File: config.mk
export PLATFORM = sky130hd
export DESIGN_NAME = v3n_sqrt_cell
export DESIGN_NICKNAME = d
export VERILOG_FILES = /design/src/rtl/v3n_pkg.sv /design/src/rtl/v3n_sqrt_cell.sv
export SDC_FILE = /design/constraint.sdc
export NUM_CORES = 1
export LEC_CHECK = 0
export BUFFER_PORTS_ARGS = -buffer_cell sky130_fd_sc_hd__buf_2
export CORE_AREA = 2 2 159 161
export CTS_BUF_LIST = sky130_fd_sc_hd__clkbuf_8
export DETAILED_ROUTE_END_ITERATION = 7
export DIE_AREA = 0 0 161 163
export GPL_TIMING_DRIVEN = 0
export SYNTH_ARGS = -nofsm -noshare
export SYNTH_HDL_FRONTEND = slang
export SYNTH_SLANG_ARGS = --single-unit
File: constraint.sdc
create_clock -name clk -period 0.8 [get_ports clk]
set_input_delay 0.04 -clock clk [delete_from_list [all_inputs] [get_ports clk]]
set_output_delay 0.04 -clock clk [all_outputs]
set_load 0.1 [all_outputs]
File: src/rtl/v3n_pkg.sv
// ---------------------------------------------------------------------------
// v3n_pkg
// Types shared by the vector normalizer cells.
// ---------------------------------------------------------------------------
package v3n_pkg;
	typedef struct packed {
		logic valid;
		logic zero;
		logic neg_x;
		logic neg_y;
		logic neg_z;
	} v3n_ctl_t;
endpackage

File: src/rtl/v3n_sqrt_cell.sv
// ---------------------------------------------------------------------------
// v3n_sqrt_cell
// One restoring square-root digit step; registers the partial root.
// ---------------------------------------------------------------------------
module v3n_sqrt_cell #(
	parameter int SW = 64,
	parameter int RW = 32,
	parameter int MW = 24,
	parameter int P = 0
) (
	input  logic          clk,
	input  logic          arst_n,
	input  v3n_pkg::v3n_ctl_t ctl_in,
	input  logic [SW-1:0] s_in,
	input  logic [RW-1:0] root_in,
	input  logic [RW+1:0] rem_in,
	input  logic [MW-1:0] mx_in, my_in, mz_in,
	output v3n_pkg::v3n_ctl_t ctl_out,
	output logic [SW-1:0] s_out,
	output logic [RW-1:0] root_out,
	output logic [RW+1:0] rem_out,
	output logic [MW-1:0] mx_out, my_out, mz_out
);
	import v3n_pkg::*;
	logic [1:0]    pair;
	logic [RW+1:0] r2, trial;
	always_comb begin
		pair = (P >= 0) ? s_in[(P >= 0 ? 2*P : 0) +: 2] : 2'b00;
		r2 = {rem_in[RW-1:0], pair};
		trial = {root_in, 2'b01};
	end
	always_ff @(posedge clk or negedge arst_n) begin
		if (!arst_n) begin
			ctl_out <= '0;
		end else begin
			ctl_out <= ctl_in;
		end
	end
	always_ff @(posedge clk) begin
		s_out <= s_in;
		mx_out <= mx_in;
		my_out <= my_in;
		mz_out <= mz_in;
		if (r2 >= trial) begin
			rem_out <= r2 - trial;
			root_out <= {root_in[RW-2:0], 1'b1};
		end else begin
			rem_out <= r2;
			root_out <= {root_in[RW-2:0], 1'b0};
		end
	end
endmodule

# ---- Word level (Yosys, flattened, before mapping)
# Cells that the tools add are included.
dict set report totals {
  register_bits 207
  inputBits 209
}
dict set report op_classes {
  n_addsub 1
  muxes 2
  n_lt_le_gt_ge 1
}
# op n
set op_table {}
lappend op_table {{34-bit >= comparator} 1}
lappend op_table {{34-bit two-way mux} 1}
lappend op_table {{34-bit subtractor} 1}
lappend op_table {{1-bit two-way mux} 1}

# ---- Depth between registers and ports, before layout
dict set report logic_depth {
  word_depth 2
  ltp_mapped 14
}

# ---- Worst setup path after synthesis
# OpenSTA, ideal clock, no wires.
dict set report synth_path {
  path_kind {input-to-reg}
  startpoint {input root_in[7]}
  endpoint {register rem_out[10]}
  n_path_buf 1
  setup_slack_ns -1.502
  arrival_ns 2.180
  path_stages 12
  path_cell_list {inv_1 ha_1 nand3_4 nor4b_4 o31ai_2 a21oi_2 o21ai_4 a21boi_4 nor2_8 inv_8 buf_12 mux2_4}
}
dict set report synth_via {
  elab_chain_len 2
  elab_cells_between_ends 3
  cone_classes {1 x add/sub; 1 x order compare; 1 x mux}
}
# element line_no
set synth_rtl {}
lappend synth_rtl {{from (decl)} v3n_sqrt_cell.sv:15} ;# input logic [RW-1:0] root_in,
lappend synth_rtl {{34-bit subtractor or 34-bit >= comparator (tied branches)} {v3n_sqrt_cell.sv:45, v3n_sqrt_cell.sv:44}}
lappend synth_rtl {{34-bit two-way mux *} v3n_sqrt_cell.sv:44} ;# if (r2 >= trial) begin
lappend synth_rtl {{to (signal assigned)} v3n_sqrt_cell.sv:45} ;# rem_out <= r2 - trial;
lappend synth_rtl {{to (signal assigned)} v3n_sqrt_cell.sv:48} ;# rem_out <= r2;
lappend synth_rtl {{to (decl)} v3n_sqrt_cell.sv:21} ;# output logic [RW+1:0] rem_out,
# Every way passes the cells marked *; elsewhere a longest branch is shown, timed or not.

# ---- Worst setup path after layout
dict set report layout_path {
  startpoint {input root_in[0]}
  endpoint {register rem_out[21]}
}
# Same word-level chain as after synthesis.

==> results.md <==
* Number of nets produced by synthesis at approximately 800
* Post-route cell area at roughly 17000 um2
* Final HPWL DP at about 18000 um
* Fmax at roughly 520 MHz
* Placer Congestion at 0.809
* Parity-gate share of the synthesized area counting xor and xnor cells at ~3.3%
* Number of CTS-inserted buffers at 35
* Synth Register Bits at about 210
* Data arrival time of the critical path at between 2 and 2.5 ns
* Layout Area Growth over Synthesis at 145%
* Violations in the final reports: negative hold slack, negative setup slack
* CTS Hold Bufs at 204
* Total overflow reported by the global router at 0
* Post-synthesis compound-gate area fraction at a little over an eighth
* Area of the multi-input gates at 3230 um2
* Setup-failing EPs final at about 240
* Leak Pwr at around 7.4 nW
* Sequential element share of the synthesized area at around three fifths
* Horiz. Die Dim at around 160 um
* Combinational family with the most area after synthesis: compound AO/OA/AOI/OAI gates
* Summed instance area of the synthesized netlist at about 7000 um2
* Number of H-tree levels at 2
* Post-synthesis share of cell area spent on full adders, half adders and majority gates at ~6.2%
* Met3 global-route usage at ~7%
* Setup_tns at -92.80 ns
* Hold endpoint: s_out[0]
* Most common cell in the netlist: dfxtp_1
* Post-place instance area at 9670 um2
* Slew Limit Fails at 0
* Number of distinct standard cells referenced by the synthesized netlist at 66
* Worst Path Max Fanout at 10
* Routed WL at 34500 um
* Number of nets with antenna violations after routing at 0
* Io pins at between 400 and 500
* Most used routing layer in global routing: met2
* Final-layout worst hold slack at -0.295 ns
* Number of maximum-capacitance constraint violations at 0
* Classification of the worst-slack hold path: in -> reg
* Clock sink count at roughly 210
* I/O Buffers at roughly 410
* Post-Synthesis Cells at around 570
* Reg clk slew, reported paths at 0.06 ns
* Mean post-synth cell area at 12.1 um2
* Maximum number of pins on one net before global-route repair at 11
* Fin worst setup slack at -1.11 ns
* Gr usage total at 25.0%
* Wire length of the first global-routing pass at between 50000 and 60000 um
* Slew at the pin closest to its max-slew limit at slightly below 0.5 ns
* Die boundary height at 163 um
* Area of the die at approximately 26000 um2
* TritonCTS clock tree: done
* Multiplexer fraction of the synthesized cell area at approximately 4.7%
* Power density over the cells at around 2100 nW/um2
* Top cells by area in the synthesized netlist: dfxtp_1 (59%), ha_1 (6.2%), mux2_4 (4.4%)
* Core Footprint at roughly 25000 um2
* Final net count at 1501
* Met2 track utilization from global routing at 48.2%
* Average wire per cell in the routed design at about 21 um
* Area taken by flip-flops and latches at roughly 4400 um2
* Basic-gate share of the synthesized area counting and, or, nand and nor cells at under 10%
* YS warnings at 0
* Initial Utilization at roughly 28%
* Critical path required time at ~1.2 ns
* Hold Fails Final Rpt at 4
* Cell type contributing the most total cell area after synthesis: dfxtp_1
* Fill cells at 1565
* Number of global-route vias before repair at just over 8000
* Crit. End Element: register
* Type of element launching the critical path: primary input
* Fraction of final layout cells sized beyond drive strength 1 at 68.3%
* Clock Path Buffers at 3
* Yosys top cell area share at about three fifths
* Iteration count of the initial detailed-routing pass at 5
* Post-layout min period at 1.91 ns
* Category of the critical setup timing path: in -> reg
* Starting DRC count in detailed routing at a little under 400
* Initial antenna violation count at 3
* DRC violations left at 0
* Hold path startpoint: s_in[0]
* Max_slew headroom at between 60% and 70%
* Root Buffer: clkbuf_8
* Number of enable flip-flop cells after synthesis at 0
* Setup repair after global routing missed its margin: true
* Ratio of routed vias to standard cells at 4.55
* Maximum VDD drop at 1810 uV
* Final worst path period share at 239%
* Main synth FF type: dfxtp_1
* Number of cells on the worst hold path at 1
* Fraction of synthesis flops using an asynchronous set or reset pin at 2.42%
* Vias at around 7400
* Placement Rows at 58
* Leading cell types by count after synthesis: dfxtp_1 (202), inv_1 (42), a21oi_1 (41)
* Outcome: finished, violations left
* Met1 track utilization from global routing at around 26%
* Critical path startpoint: root_in[0]
metrics by stage:
| step | setup slack (ns) | util, % | total power [W] | cells | hold slack (ns) |
|---|---|---|---|---|---|
| floorplan | -1.42 | - | 0.0194 | 565 | -0.256 |
| global placement | -1.99 | 39.2 | 0.0212 | 1308 | -0.139 |
| detailed placement | -1.98 | 39.2 | 0.0213 | 1308 | -0.135 |
| CTS | -1.07 | 66.2 | 0.0351 | 1604 | -0.341 |
| global route | -1.14 | 67.7 | 0.0370 | 1615 | -0.312 |
| finish | -1.11 | 67.7 | 0.0359 | 1615 | -0.295 |
where the power goes:
| group | switching [W] | internal (W) |
|---|---|---|
| combinational | 0.00850 | 0.00588 |
| clock | 0.00457 | 0.00491 |
| sequential | 0.000716 | 0.0113 |
worst max-delay path: stages:
cell	delay [ns]
buf_8	0.10
inv_4	0.04
ha_4	0.19
nor2b_4	0.13
o31a_1	0.29
o31ai_4	0.33
a21oi_4	0.13
o21ai_4	0.20
a21boi_4	0.10
nor2_8	0.13
inv_8	0.05
buf_12	0.12
buf_12	0.14
mux2_4	0.31
kinds of logic after synthesis:
kind of cell / after synthesis
buffers and inverters: 54
xor gates and xnor gates: 26
and+or+nand+nor: 95
adders and majority gates: 34
AOI/OAI and AO/OA: 127
muxes: 22
DFF: 207
worst max path at each step:
stage	end	slack, ns
after floorplan	rem_out[10]	-1.42
after global placement	rem_out[21]	-1.99
after detailed placement	rem_out[21]	-1.98
after CTS	rem_out[4]	-1.07
after global routing	rem_out[21]	-1.14
final	rem_out[21]	-1.11
timing repair:
action | CTS | global route
gates resized for setup | 964 | 74
setup endpoints to repair | 242 | 242
endpoints found under the hold margin | 211 | 4
setup buffers | 35 | 16
pin swaps | 30 | 40
cloned | 1 | 0
layout by cell type (no fill, tap or decap), drive strengths merged, types with 2 or more instances in the layout:
cell type / synthesis / routed
buf: 6 / 463
dlygate4sd3: 0 / 204
dfxtp: 202 / 202
inv: 43 / 51
clkbuf: 5 / 43
a21oi: 43 / 43
ha: 34 / 34
nand2: 24 / 24
o21ai: 24 / 24
mux2: 21 / 21
nor2: 20 / 20
xnor2: 17 / 17
a21o: 16 / 16
nand3: 12 / 12
nor3: 11 / 11
xor2: 9 / 9
and3: 8 / 8
a211oi: 7 / 7
clkinv: 0 / 6
dfrtp: 5 / 5
o311ai: 5 / 5
o21a: 4 / 4
nand2b: 4 / 4
clkinvlp: 0 / 4
a31oi: 4 / 4
diode: 0 / 3
nand4: 3 / 3
or3: 3 / 3
a31o: 3 / 3
nor4b: 3 / 3
o31ai: 3 / 3
o31a: 2 / 2
o21bai: 2 / 2
and2: 2 / 2
nor2b: 2 / 2
a21boi: 2 / 2
sequential cells by signal, summed over array words and instances (netlist names):
| register | flops |
|---|---|
| root_out | 32 |
| my_out | 24 |
| rem_out | 34 |
| mz_out | 24 |
| mx_out | 24 |
| s_out | 64 |
| ctl_out | 5 |
metal layers:
layer	part of all wire, %	up-vias
li1	-	3357
met1	35	3551
met2	55	360
met3	7.1	88
met4	3.6	0
met5	0	-
cell type report:
class | instances | share of cell area [%]
inverter | 43 | 1.04
timing repair buffer | 664 | 46.1
sequential | 207 | 26.6
tap | 330 | 2.47
buffer | 3 | 0.307
clock buffer | 43 | 3.54
antenna | 3 | 0.0449
clock inverter | 18 | 0.569
multi-input combinational | 304 | 19.3
No activity file was read; power rests on OpenSTA's default activity.
