**src/rtl/v3n_pkg.sv**
```systemverilog
// ---------------------------------------------------------------------------
// v3n_pkg
// Types shared by the vector normalizer cells.
// ---------------------------------------------------------------------------
package v3n_pkg;
	typedef struct packed {
		logic valid;
		logic zero;
		logic neg_x;
		logic neg_y;
		logic neg_z;
	} v3n_ctl_t;
endpackage

```
**src/rtl/v3n_div_cell.sv**
```systemverilog
// ---------------------------------------------------------------------------
// v3n_div_cell
// One restoring division step for three numerators against a shared divisor.
// ---------------------------------------------------------------------------
module v3n_div_cell #(
	parameter int NW = 40,
	parameter int RW = 32
) (
	input  logic          clk,
	input  logic          arst_n,
	input  v3n_pkg::v3n_ctl_t ctl_in,
	input  logic [RW-1:0] d_in,
	input  logic [NW-1:0] nx_in, ny_in, nz_in,
	input  logic [RW:0]   rx_in, ry_in, rz_in,
	output v3n_pkg::v3n_ctl_t ctl_out,
	output logic [RW-1:0] d_out,
	output logic [NW-1:0] nx_out, ny_out, nz_out,
	output logic [RW:0]   rx_out, ry_out, rz_out
);
	import v3n_pkg::*;
	function automatic logic [RW+NW:0] step(logic [RW:0] r, logic [NW-1:0] n,
			logic [RW-1:0] d);
		logic [RW+1:0] t;
		t = {r, n[NW-1]};
		if (t >= {2'b00, d})
			step = {(RW+1)'(t - {2'b00, d}), n[NW-2:0], 1'b1};
		else
			step = {t[RW:0], n[NW-2:0], 1'b0};
	endfunction
	always_ff @(posedge clk or negedge arst_n) begin
		if (!arst_n) begin
			ctl_out <= '0;
		end else begin
			ctl_out <= ctl_in;
		end
	end
	always_ff @(posedge clk) begin
		d_out <= d_in;
		{rx_out, nx_out} <= step(rx_in, nx_in, d_in);
		{ry_out, ny_out} <= step(ry_in, ny_in, d_in);
		{rz_out, nz_out} <= step(rz_in, nz_in, d_in);
	end
endmodule

```
**config.mk**
```make
export PLATFORM = sky130hd
export DESIGN_NAME = v3n_div_cell
export DESIGN_NICKNAME = d
export VERILOG_FILES = /design/src/rtl/v3n_pkg.sv /design/src/rtl/v3n_div_cell.sv
export SDC_FILE = /design/constraint.sdc
export NUM_CORES = 1
export LEC_CHECK = 0
export BUFFER_PORTS_ARGS = -buffer_cell sky130_fd_sc_hd__buf_2
export CAP_MARGIN = 20
export CORE_AREA = 2 2 199 201
export CTS_BUF_LIST = sky130_fd_sc_hd__clkbuf_2 sky130_fd_sc_hd__clkbuf_4 sky130_fd_sc_hd__clkbuf_8
export DETAILED_ROUTE_END_ITERATION = 10
export DIE_AREA = 0 0 201 203
export MAX_ROUTING_LAYER = met4
export PLACE_DENSITY_LB_ADDON = 0.08
export SLEW_MARGIN = 20
export SYNTH_ARGS = -nofsm -noshare
export SYNTH_HDL_FRONTEND = slang
export SYNTH_SLANG_ARGS = --single-unit
```
**constraint.sdc**
```tcl
create_clock -name clk -period 0.8 [get_ports clk]
set_input_delay 0.12 -clock clk [delete_from_list [all_inputs] [get_ports clk]]
set_output_delay 0.12 -clock clk [all_outputs]
set_load 0.01 [all_outputs]
```
; Yosys cells after proc, flatten, opt, wreduce, memory -nomap -nowiden
; Index checks and enable logic that the tools add are counted.
[totals]
reg_bits = 256
latchBits = 0
ram_bits = 0
mem_bits_ro = 0
in_bits = 258
output_inout_bits = 256
elab_cells = 21
mem_count = 0
[classes]
n_addsub = 3
mul = 0
div = 0
magnitude_cmp = 3
eq_ne = 0
shift = 0
mux = 3
n_bitwise = 0
reduce_logical = 0
[ops]
columns = op, n
row1 = 73-bit two-way mux, 3
row2 = 34-bit by 32-bit >= comparator with 1-bit output, 3
row3 = 33-bit by 32-bit subtractor with 33-bit output, 3

; Longest topological paths before layout
; Gate-level depths: netlist of run 1.
[logic_depth]
ltp_word = 2
depth_mapped = 15
mapped_depth_nobuf = 13

; Least setup slack after synthesis of run 1
; Ideal clock, no wire load.
[synth_timing]
kind = input to register
startpoint = input port nz_in[39]
endpoint = register rz_out[27]
setup_time_ps = 121
arrival_ps = 2955
t_required_ps = 679
path_slack_ps = -2276
path_stages = 15
cell_sequence = inv_1 -> ha_1 -> inv_1 -> fa_1 -> a21o_1 -> a221oi_1 -> o21ai_2 -> o2111ai_2 -> a211oi_2 -> o211ai_2 -> and2_4 -> o211a_1 -> buf_6 -> buf_8 -> mux2_4
[synth_between]
elab_chain_cells = 2
elab_cells_between_ends = 3
[synth_lines]
columns = element, line_no
row1 = "start, declared", v3n_div_cell.sv:13  ; input logic [NW-1:0] nx_in, ny_in, nz_in,
row2 = 33-bit by 32-bit subtractor with 33-bit output or 34-bit by 32-bit >= comparator with 1-bit output (tied branches), "v3n_div_cell.sv:26, v3n_div_cell.sv:25"
row3 = 73-bit two-way mux *, v3n_div_cell.sv:25  ; if (t >= {2'b00, d})
row4 = "end signal, assigned", v3n_div_cell.sv:41  ; {rz_out, nz_out} <= step(rz_in, nz_in, d_in);
row5 = "end, declared", v3n_div_cell.sv:18  ; output logic [RW:0] rx_out, ry_out, rz_out
; Every way passes the cells marked *; elsewhere a longest branch is shown, timed or not.

; Worst setup path after layout of run 1
[layout_timing]
startpoint = input port rz_in[7]
endpoint = register rz_out[22]
[layout_between]
elab_chain_cells = 2
elab_cells_between_ends = 3
[layout_lines]
columns = element, line_no
row1 = "start, declared", v3n_div_cell.sv:14  ; input logic [RW:0] rx_in, ry_in, rz_in,
row2 = 33-bit by 32-bit subtractor with 33-bit output or 34-bit by 32-bit >= comparator with 1-bit output (tied branches), "v3n_div_cell.sv:26, v3n_div_cell.sv:25"
row3 = 73-bit two-way mux *, v3n_div_cell.sv:25
; Marks and branches as above.

==> results.json, run 1 <==
{
  "max_stage_delay_ns": 0.41,
  "final_cell_mix": "380 x buf_4, 339 x buf_2, 257 x dlygate4sd3_1",
  "violations": "negative hold slack, negative setup slack",
  "grt_pass1_wl_mm": 78.3,
  "path_common_cell": "buf_12",
  "cts.sinks": 256,
  "min_period_over_period": 2.99,
  "cts_buffer_depth": 3,
  "synth-edff-count": 0,
  "antenna_found_initial": 9,
  "synth-seq-area-share": 0.440,
  "gr-usage-all-layers": 0.254,
  "root_buffer": "clkbuf_8",
  "grt_pass1_vias": 14400,
  "crit_start": "rz_in[7]",
  "nNetsFinal": 2777,
  "htreeDepth": 2,
  "syn_area_per_cell_sq_um": 9.69,
  "hold_start": "rx_in[0]",
  "critPathKind": "in -> reg",
  "syn-instance-count": 1209,
  "hold_end": "rx_out[1]",
  "cts_tree": "yes",
  "totalWireLength_mm": 54.0,
  "start_kind": "primary input",
  "die_x_microns": 201,
  "numCtsBuffers": 48,
  "grt_max_degree": 23,
  "cp_cell_sequence": "buf_4, ha_4, nand4_1, or3_4, o21ai_2, o2111ai_2, a211oi_2, o211ai_2, and2_4, o211a_4, buf_12, buf_12, mux2_4",
  "arrival_ns": 2.88,
  "routed_via_density": 4.59,
  "cap_viol_max_count": 0,
  "ys_ff_latch": 256,
  "p_leak_nw": 11.8,
  "wire_per_inst_microns": 18.1,
  "postPlaceCellArea_sq_um": 17600,
  "required_ns": 1.29,
  "powerDensity_nw_per_um2": 1850,
  "fillers": 3124,
  "firstDrtPassIters": 4,
  "drc": 0,
  "max_freq_ghz": 0.418,
  "slew_headroom": 0.686,
  "design_area_sq_um": 24400,
  "mostFrequentLayoutCell": "buf_4",
  "yosysUniqueCellTypes": 71,
  "fp.coreArea_sq_um": 38500,
  "synth_flop_cell": "dfxtp_1",
  "first_iter_violations": 403,
  "status": "finished, violations left",
  "synthToLayoutAreaGrowth_pct": 109,
  "synthArstFlopShare": 0.0195,
  "vias": 13700,
  "slew_viol_final": 0,
  "hpwl_mm": 37.9,
  "syn_nets": 1566,
  "drive_gt1_frac": 0.573,
  "whs_path_depth": 2,
  "critPathTopFamily": "compound AO/OA/AOI/OAI gates",
  "die_h_microns": 203,
  "crit_slowest_cell": "or3_4",
  "yosysTopAreaCell": "dfxtp_1",
  "synth_area_sq_um": 11700,
  "synthTopCellsByArea": "dfxtp_1 43%, ha_1 10%, a21oi_1 4.7%, xnor2_1 3.7%, a21o_1 3.5%",
  "pin_count": 514,
  "power.total_w": 0.0451,
  "crit_fanout": 6,
  "rows": 72,
  "tightestPinTransition_ns": 0.465,
  "ir_worst_vdd_mv": 1.21,
  "hold_violations": 2,
  "end_kind": "flip-flop",
  "hp-class": "in -> reg",
  "initial_core_util": 0.305,
  "setup_tns_ns": -241.05,
  "overflow": 0,
  "antenna_left": 0,
  "cts.clk_slew.worst_paths_ns": 0.06,
  "rsz0062_at_grt": "true",
  "setup_ws_ns": -1.59,
  "io_buffer_count": 513,
  "finalWeightedCongestion": 0.878,
  "cp_num_buf_inv": 3,
  "dieArea_sq_um": 40800,
  "synth_top_area_share": 0.429,
  "yosysWarnings": 0,
  "setup_viol": 358,
  "fin_hold_ws_ns": -0.190,
  "fin_crit_ns": 2.39
}
[kinds of logic (layout without fill, tap and decap cells)]
kind of cell	count (synthesis)	count (layout)	share of synthesized area
AO/OA/AOI/OAI	351	351	0.192
XOR/XNOR	77	77	0.0576
adder cells (fa/ha/maj)	99	99	0.108
buffers and inverters	104	1347	0.0382
flip-flops	256	256	0.440
multiplexers	47	47	0.0521
other	0	9	0
AND/OR/NAND/NOR	275	275	0.113
[synth_stat cells (25+ instances only)]
cell      count
ha_1         96
o21ai_0      75
nor2_1       68
inv_1        68
xnor2_1      50
nand2_1      85
a21o_1       54
clkbuf_1     25
a21oi_1     110
xor2_1       27
dfxtp_1     251
nand3_1      27
[stage by stage]
step	cells	util	setup slack [ns]
after global routing	2979	0.635	-1.66
after floorplan	1209	-	-1.96
after detailed placement	2569	0.458	-2.35
final	2979	0.635	-1.59
after CTS	2960	0.608	-1.54
after global placement	2569	0.458	-2.31
[metal layers]
layer  global-route usage  routed length (microns)
met1                0.271                    21100
met2                0.450                    28100
met3               0.0435                     2420
met4                0.133                     2350
met5                    -                        0
[report_power, final]
group / switching (W) / internal (W)
registers: 0.000693 / 0.0145
logic: 0.00666 / 0.00889
clock network: 0.00588 / 0.00847
total: 0.0132 / 0.0319
[registers in the layout, indices dropped and copies added (netlist names)]
signal,count
nx_out,40
ry_out,33
ny_out,40
d_out,32
ctl_out,5
rx_out,33
rz_out,33
nz_out,40
[how the worst max path moves through the flow]
stage                       endpoint  slack, ns  cells after the start
final                     rz_out[22]      -1.59                     13
after global routing      rz_out[29]      -1.66                     16
after CTS                  rz_out[4]      -1.54                     15
after detailed placement  rz_out[25]      -2.35                     13
after global placement    rz_out[29]      -2.31                     13
after floorplan           rz_out[27]      -1.96                     15
[cell type report]
class,count,area (sq um),share of cell area
diodes,9,22.5,0.000921
inverters,68,287,0.0117
multi-input cells,849,7150,0.292
well taps,518,648,0.0265
clock inverters,13,180,0.00737
repair buffers,1197,9920,0.406
flip-flops and latches,256,5350,0.219
clock buffers,69,893,0.0365
[what timing repair did]
action	CTS	global route
cloned	13	1
hold endpoints to repair	258	5
buffers inserted	43	13
pin swaps	78	39
hold buffers	253	4
endpoints found under the setup margin	358	358
resized for setup	421	278
(Power assumes the default switching activity.)
==> run 2: changes to the inputs <==
--- a/config.mk
+++ b/config.mk
@@ -5,6 +5,7 @@
 export SDC_FILE = /design/constraint.sdc
 export NUM_CORES = 1
 export LEC_CHECK = 0
+export ABC_AREA = 1
 export BUFFER_PORTS_ARGS = -buffer_cell sky130_fd_sc_hd__buf_2
 export CAP_MARGIN = 20
 export CORE_AREA = 2 2 199 201
==> run 2 against run 1 <==
The run still ends with negative hold slack, negative setup slack left. Clock power decreased by 9.8%. Sequential share of layout area decreased by 2.0 points. Count of clock-buffer cells in the layout decreased by 1. Synthesized area increased by 26%. Largest power group unchanged. Critical endpoint is now ry_out[5]. Critical path type unchanged.
==> results.json, run 2 <==
{
  "initial_core_util": 0.384,
  "vias": 18600,
  "numCtsBuffers": 44,
  "synth_top_area_share": 0.341,
  "cts.sinks": 256,
  "crit_slowest_cell": "ha_1",
  "cap_viol_max_count": 0,
  "arrival_ns": 2.05,
  "firstDrtPassIters": 5,
  "cts.clk_slew.worst_paths_ns": 0.05,
  "nNetsFinal": 3756,
  "htreeDepth": 2,
  "multi_input_area_sq_um": 9220,
  "die_x_microns": 201,
  "seq_area_sq_um": 5230,
  "mostFrequentLayoutCell": "nand2_1",
  "yosysWarnings": 0,
  "crit_fanout": 13,
  "grt_max_degree": 33,
  "tightestPinTransition_ns": 0.418,
  "required_ns": 1.32,
  "hpwl_mm": 54.9,
  "ys_ff_latch": 256,
  "violations": "negative hold slack, negative setup slack",
  "wire_per_inst_microns": 18.2,
  "fin_cells": 3953,
  "drive_gt1_frac": 0.370,
  "synth-seq-area-share": 0.349,
  "ir_worst_vdd_mv": 1.65,
  "clkPwrFrac": 0.296,
  "die_h_microns": 203,
  "syn-instance-count": 2287,
  "yosysUniqueCellTypes": 30,
  "fin_hold_ws_ns": -0.222,
  "final_cell_mix": "863 x nand2_1, 466 x buf_2, 396 x inv_1",
  "synth-edff-count": 0,
  "finalWeightedCongestion": 1.06,
  "rows": 72,
  "powerDensity_nw_per_um2": 1660,
  "critPathKind": "in -> reg",
  "fillers": 3312,
  "p_sw_w": 0.0148,
  "synthTopCellsByCount": "965 x nand2_1, 435 x inv_1, 251 x dfxtp_1, 110 x nor2_1, 105 x nand4_1",
  "yosysTopAreaCell": "dfxtp_1",
  "cp.depth": 13,
  "io_buffer_count": 513,
  "cts_buffer_depth": 3,
  "final_util": 0.682,
  "p_sw_frac": 0.339,
  "drc": 0,
  "synth_flop_cell": "dfxtp_1",
  "slew_viol_final": 0,
  "p_leak_nw": 14.5,
  "cp_num_buf_inv": 5,
  "slew_headroom": 0.721,
  "grt_pass1_vias": 18300,
  "gr-usage-all-layers": 0.346,
  "min_period_over_period": 1.91,
  "dp.cells": 3584,
  "routed_via_density": 4.70,
  "hold_violations": 5,
  "end_kind": "flip-flop",
  "critPathTopFamily": "simple AND/OR/NAND/NOR gates",
  "status": "finished, violations left",
  "pin_count": 514,
  "cp_cell_sequence": "buf_2, inv_1, buf_12, ha_1, inv_1, o21bai_1, o21ai_1, nand3_1, nor2_4, nand3_4, clkbuf_16, nand2_1, nand2_1",
  "internal_power_w": 0.0289,
  "first_iter_violations": 850,
  "start_kind": "primary input",
  "dieArea_sq_um": 40800,
  "setup_ws_ns": -0.728,
  "max_freq_ghz": 0.654,
  "combinationalPowerShare": 0.362,
  "antenna_left": 0,
  "setup_viol": 358,
  "totalWireLength_mm": 72.0,
  "power_frac_seq": 0.342,
  "cts_tree": "yes",
  "syn_nets": 2644,
  "root_buffer": "clkbuf_8",
  "synth_most_common_cell": "nand2_1",
  "overflow": 0,
  "rsz0062_at_grt": "true",
  "max_stage_delay_ns": 0.34,
  "antenna_found_initial": 8,
  "whs_path_depth": 3,
  "fp.coreArea_sq_um": 38500,
  "fin_crit_ns": 1.53,
  "synthArstFlopShare": 0.0195,
  "grt_pass1_wl_mm": 104,
  "synthTopCellsByArea": "dfxtp_1 34%, nand2_1 25%, inv_1 11%, ha_1 8.1%, nand4_1 4.5%",
  "syn_area_per_cell_sq_um": 6.45,
  "synth_area_sq_um": 14800,
  "hp-class": "in -> reg",
  "synthToLayoutAreaGrowth_pct": 77.9
}
## run 2: cell types whose count changed in the layout (fill, tap and decap cells not counted), moves of 42 or more
cell	previous run	this run
a21o_1	54	3
buf_2	339	466
buf_4	380	297
buf_6	184	46
dfxtp_1	93	214
dfxtp_2	157	24
ha_1	72	26
ha_4	24	66
inv_1	46	396
nand2_1	57	863
nand2_2	15	89
nand3_1	26	82
nand4_1	14	105
xnor2_1	50	0
## run 2: per-stage QoR
step / total power, W / setup slack, ns / area, sq um / TNS, ns
4_1_cts: 0.0423 / -0.604 / 24800 / -164.97
3_3_place_gp: 0.0278 / -1.34 / 20800 / -132.90
5_1_grt: 0.0458 / -0.774 / 26300 / -180.87
6_report: 0.0436 / -0.728 / 26300 / -162.15
2_1_floorplan: 0.0213 / -0.809 / 15200 / -81.06
3_5_place_dp: 0.0279 / -1.35 / 20800 / -132.25
## run 2: final cells by class
type	instances	area share
diodes	6	0.000572
clock buffers	68	0.0326
clock inverters	8	0.00338
inverters	436	0.0648
multi-input cells	1557	0.351
flip-flops and latches	256	0.199
well taps	518	0.0247
repair buffers	1104	0.324
## run 2: power groups by stage
| stage | clock, W | sequential (W) | combinational (W) |
|---|---|---|---|
| final | 0.0129 | 0.0149 | 0.0158 |
| after global routing | 0.0137 | 0.0150 | 0.0171 |
| after CTS | 0.0130 | 0.0148 | 0.0144 |
| after detailed placement | 0 | 0.0150 | 0.0129 |
| after global placement | 0 | 0.0150 | 0.0128 |
| after floorplan | 0 | 0.0157 | 0.00567 |
## run 2: layer usage
layer | GRT usage | vias up | routed length, microns
met5 | - | - | 0
met4 | 0.134 | 0 | 2990
met3 | 0.0525 | 134 | 3820
met2 | 0.606 | 609 | 35600
met1 | 0.399 | 8602 | 29600
li1 | - | 9220 | -
## run 2: final timing paths
check | to | slack (ns) | startpoint
max | ry_out[5] | -0.73 | d_in[29]
min in group asynchronous | ctl_out[3] | 0.41 | arst_n
max in group asynchronous | ctl_out[4] | 0.19 | arst_n
min | ry_out[0] | -0.22 | ny_in[39]
## run 2: cells by family after synthesis
logic type,share of synthesized area
compound gates,0.0241
xor+xnor,0.0267
fa+ha+maj,0.0855
buf+inv,0.127
flops,0.349
simple gates,0.388
## run 2: what timing repair did
item / 4_1_cts / 5_1_grt
endpoints found under the hold margin: 258 / 9
resized for setup: 109 / 251
hold buffers: 248 / 4
setup endpoints to repair: 358 / 358
gates cloned: 0 / 7
setup buffers: 10 / 18
pin swaps: 4 / 53
==> run 3: changes to the inputs <==
--- a/config.mk
+++ b/config.mk
@@ -14,6 +14,7 @@
 export DIE_AREA = 0 0 201 203
 export MAX_ROUTING_LAYER = met4
 export PLACE_DENSITY_LB_ADDON = 0.08
+export REMOVE_ABC_BUFFERS = 1
 export SLEW_MARGIN = 20
 export SYNTH_ARGS = -nofsm -noshare
 export SYNTH_HDL_FRONTEND = slang
==> run 3 against run 2 <==
The flow still finishes with violations (negative hold slack, negative setup slack). Die area unchanged. Combinational power up 6%. Non-clock buffer count up 75. Core utilization up 2.9 points. Critical path depth up 5. First-iteration DRC count up 29%. Power up 4.3%. Final area up 4.2%. Global-route usage up 0.70 points. Sequential share of layout area down 0.84 points. Fmax up 6.6%. Critical path type unchanged. Highest routed layer unchanged.
==> results.json, run 3 (same netlist as run 2, synthesis figures left out) <==
{
  "nNetsFinal": 3831,
  "fp.coreArea_sq_um": 38500,
  "first_iter_violations": 1096,
  "numCtsBuffers": 44,
  "power_frac_seq": 0.328,
  "crit_fanout": 5,
  "tightestPinTransition_ns": 0.363,
  "die_x_microns": 201,
  "ir_worst_vdd_mv": 1.32,
  "p_sw_w": 0.0154,
  "max_freq_ghz": 0.697,
  "antenna_left": 0,
  "rsz0062_at_grt": "true",
  "cts.clk_slew.worst_paths_ns": 0.07,
  "internal_power_w": 0.0301,
  "wl_met2_mm": 37.2,
  "violations": "negative hold slack, negative setup slack",
  "crit_start": "d_in[3]",
  "synthToLayoutAreaGrowth_pct": 85.4,
  "totalWireLength_mm": 75.1,
  "drc": 0,
  "hp-class": "in -> reg",
  "initial_core_util": 0.384,
  "arrival_ns": 1.94,
  "fin_hold_ws_ns": -0.268,
  "finalWeightedCongestion": 1.00,
  "whs_path_depth": 3,
  "clkPwrFrac": 0.306,
  "powerDensity_nw_per_um2": 1660,
  "p_sw_frac": 0.339,
  "dieArea_sq_um": 40800,
  "dr_wl_met3_mm": 4.08,
  "drive_gt1_frac": 0.404,
  "gr-usage-all-layers": 0.353,
  "vias": 19000,
  "slew_headroom": 0.757,
  "seq_area_sq_um": 5220,
  "hpwl_mm": 55.6,
  "slew_viol_final": 0,
  "root_buffer": "clkbuf_8",
  "setup_viol": 358,
  "final_cell_mix": "831 x nand2_1, 463 x buf_2, 401 x inv_1",
  "hold_start": "rx_in[1]",
  "fillers": 3199,
  "start_kind": "primary input",
  "combinationalPowerShare": 0.367,
  "wirelength_met1_mm": 29.4,
  "cts.sinks": 256,
  "overflow": 0,
  "cts_buffer_depth": 3,
  "rows": 72,
  "grt_pass1_wl_mm": 106,
  "p_leak_nw": 15.0,
  "multi_input_area_sq_um": 9560,
  "cts_tree": "yes",
  "htreeDepth": 2,
  "required_ns": 1.31,
  "status": "finished, violations left",
  "cap_viol_max_count": 0,
  "wire_per_inst_microns": 18.6,
  "power.total_w": 0.0455,
  "design_area_sq_um": 27400,
  "firstDrtPassIters": 5,
  "hold_end": "rx_out[2]",
  "postPlaceCellArea_sq_um": 20800,
  "fin_crit_ns": 1.43,
  "maxUsedRoutingLayer": "met4",
  "end_kind": "flip-flop",
  "antenna_found_initial": 10,
  "setup_ws_ns": -0.634,
  "grt_pass1_vias": 18600,
  "min_period_over_period": 1.79,
  "critPathKind": "in -> reg",
  "routed_via_density": 4.71,
  "grt_max_degree": 33,
  "mostFrequentLayoutCell": "nand2_1",
  "die_h_microns": 203,
  "hold_violations": 4,
  "io_buffer_count": 513,
  "pin_count": 514
}
## run 3: changes by cell type in the layout (fill, tap and decap cells not counted), sizes merged
cell / before / now
buf: 845 / 918
clkinv: 5 / 2
clkinvlp: 17 / 13
bufinv: 1 / 3
inv: 421 / 427
diode: 6 / 7
clkbuf: 75 / 77
## run 3: timing repair
item / CTS / global route
setup buffers: 26 / 16
resized for setup: 216 / 306
setup endpoints to repair: 358 / 358
endpoints found under the hold margin: 258 / 7
pin swaps: 16 / 52
gates cloned: 1 / 10
hold buffers: 249 / 3
## run 3: worst max path at each step
| stage | endpoint | slack, ns |
|---|---|---|
| 4_1_cts | rz_out[31] | -0.58 |
| 3_3_place_gp | ry_out[28] | -1.47 |
| 2_1_floorplan | rx_out[32] | -1.54 |
| 6_report | rx_out[31] | -0.63 |
| 5_1_grt | rx_out[29] | -0.75 |
| 3_5_place_dp | ry_out[28] | -1.46 |
## run 3: area by class of cell
class / instances / share of cell area
tap: 518 / 0.0237
timing repair buffer: 1179 / 0.337
antenna: 7 / 0.000640
clock inverter: 9 / 0.00572
sequential: 256 / 0.191
clock buffer: 68 / 0.0312
multi-input combinational: 1557 / 0.349
inverter: 436 / 0.0617
## run 3: critical path: stages
cell and delay (ns):
buf_8 0.08, clkinvlp_4 0.15, buf_6 0.17, ha_4 0.23, nand2_2 0.07, nand2_2 0.05, nand2_2 0.07, nand2_1 0.05
nand2_1 0.06, nand3_2 0.10, nand2_2 0.10, nand2_2 0.08, nand2_4 0.07, nand3_4 0.10, buf_12 0.16, clkbuf_16 0.16
nand2_2 0.06, nand2_1 0.04
## run 3: metrics by stage
stage,utilization,setup slack [ns],TNS (ns),std cells
5_1_grt,0.711,-0.748,-177.59,4028
6_report,0.711,-0.634,-160.70,4030
2_1_floorplan,-,-1.54,-154.97,2249
4_1_cts,0.669,-0.583,-162.04,3994
3_5_place_dp,0.540,-1.46,-138.00,3641
3_3_place_gp,0.540,-1.47,-135.81,3641
## run 3: power by group through the flow
| stage | sequential (W) | combinational (W) | clock, W |
|---|---|---|---|
| 2_1_floorplan | 0.0157 | 0.00530 | 0 |
| 3_3_place_gp | 0.0150 | 0.0128 | 0 |
| 3_5_place_dp | 0.0150 | 0.0129 | 0 |
| 4_1_cts | 0.0148 | 0.0150 | 0.0140 |
| 5_1_grt | 0.0150 | 0.0180 | 0.0147 |
| 6_report | 0.0149 | 0.0167 | 0.0139 |
## run 3: layer usage
metal  GRT usage  up-vias
met5           -        -
met1       0.389     8727
met4       0.184        0
met3      0.0541      209
li1            -     9371
met2       0.618      670
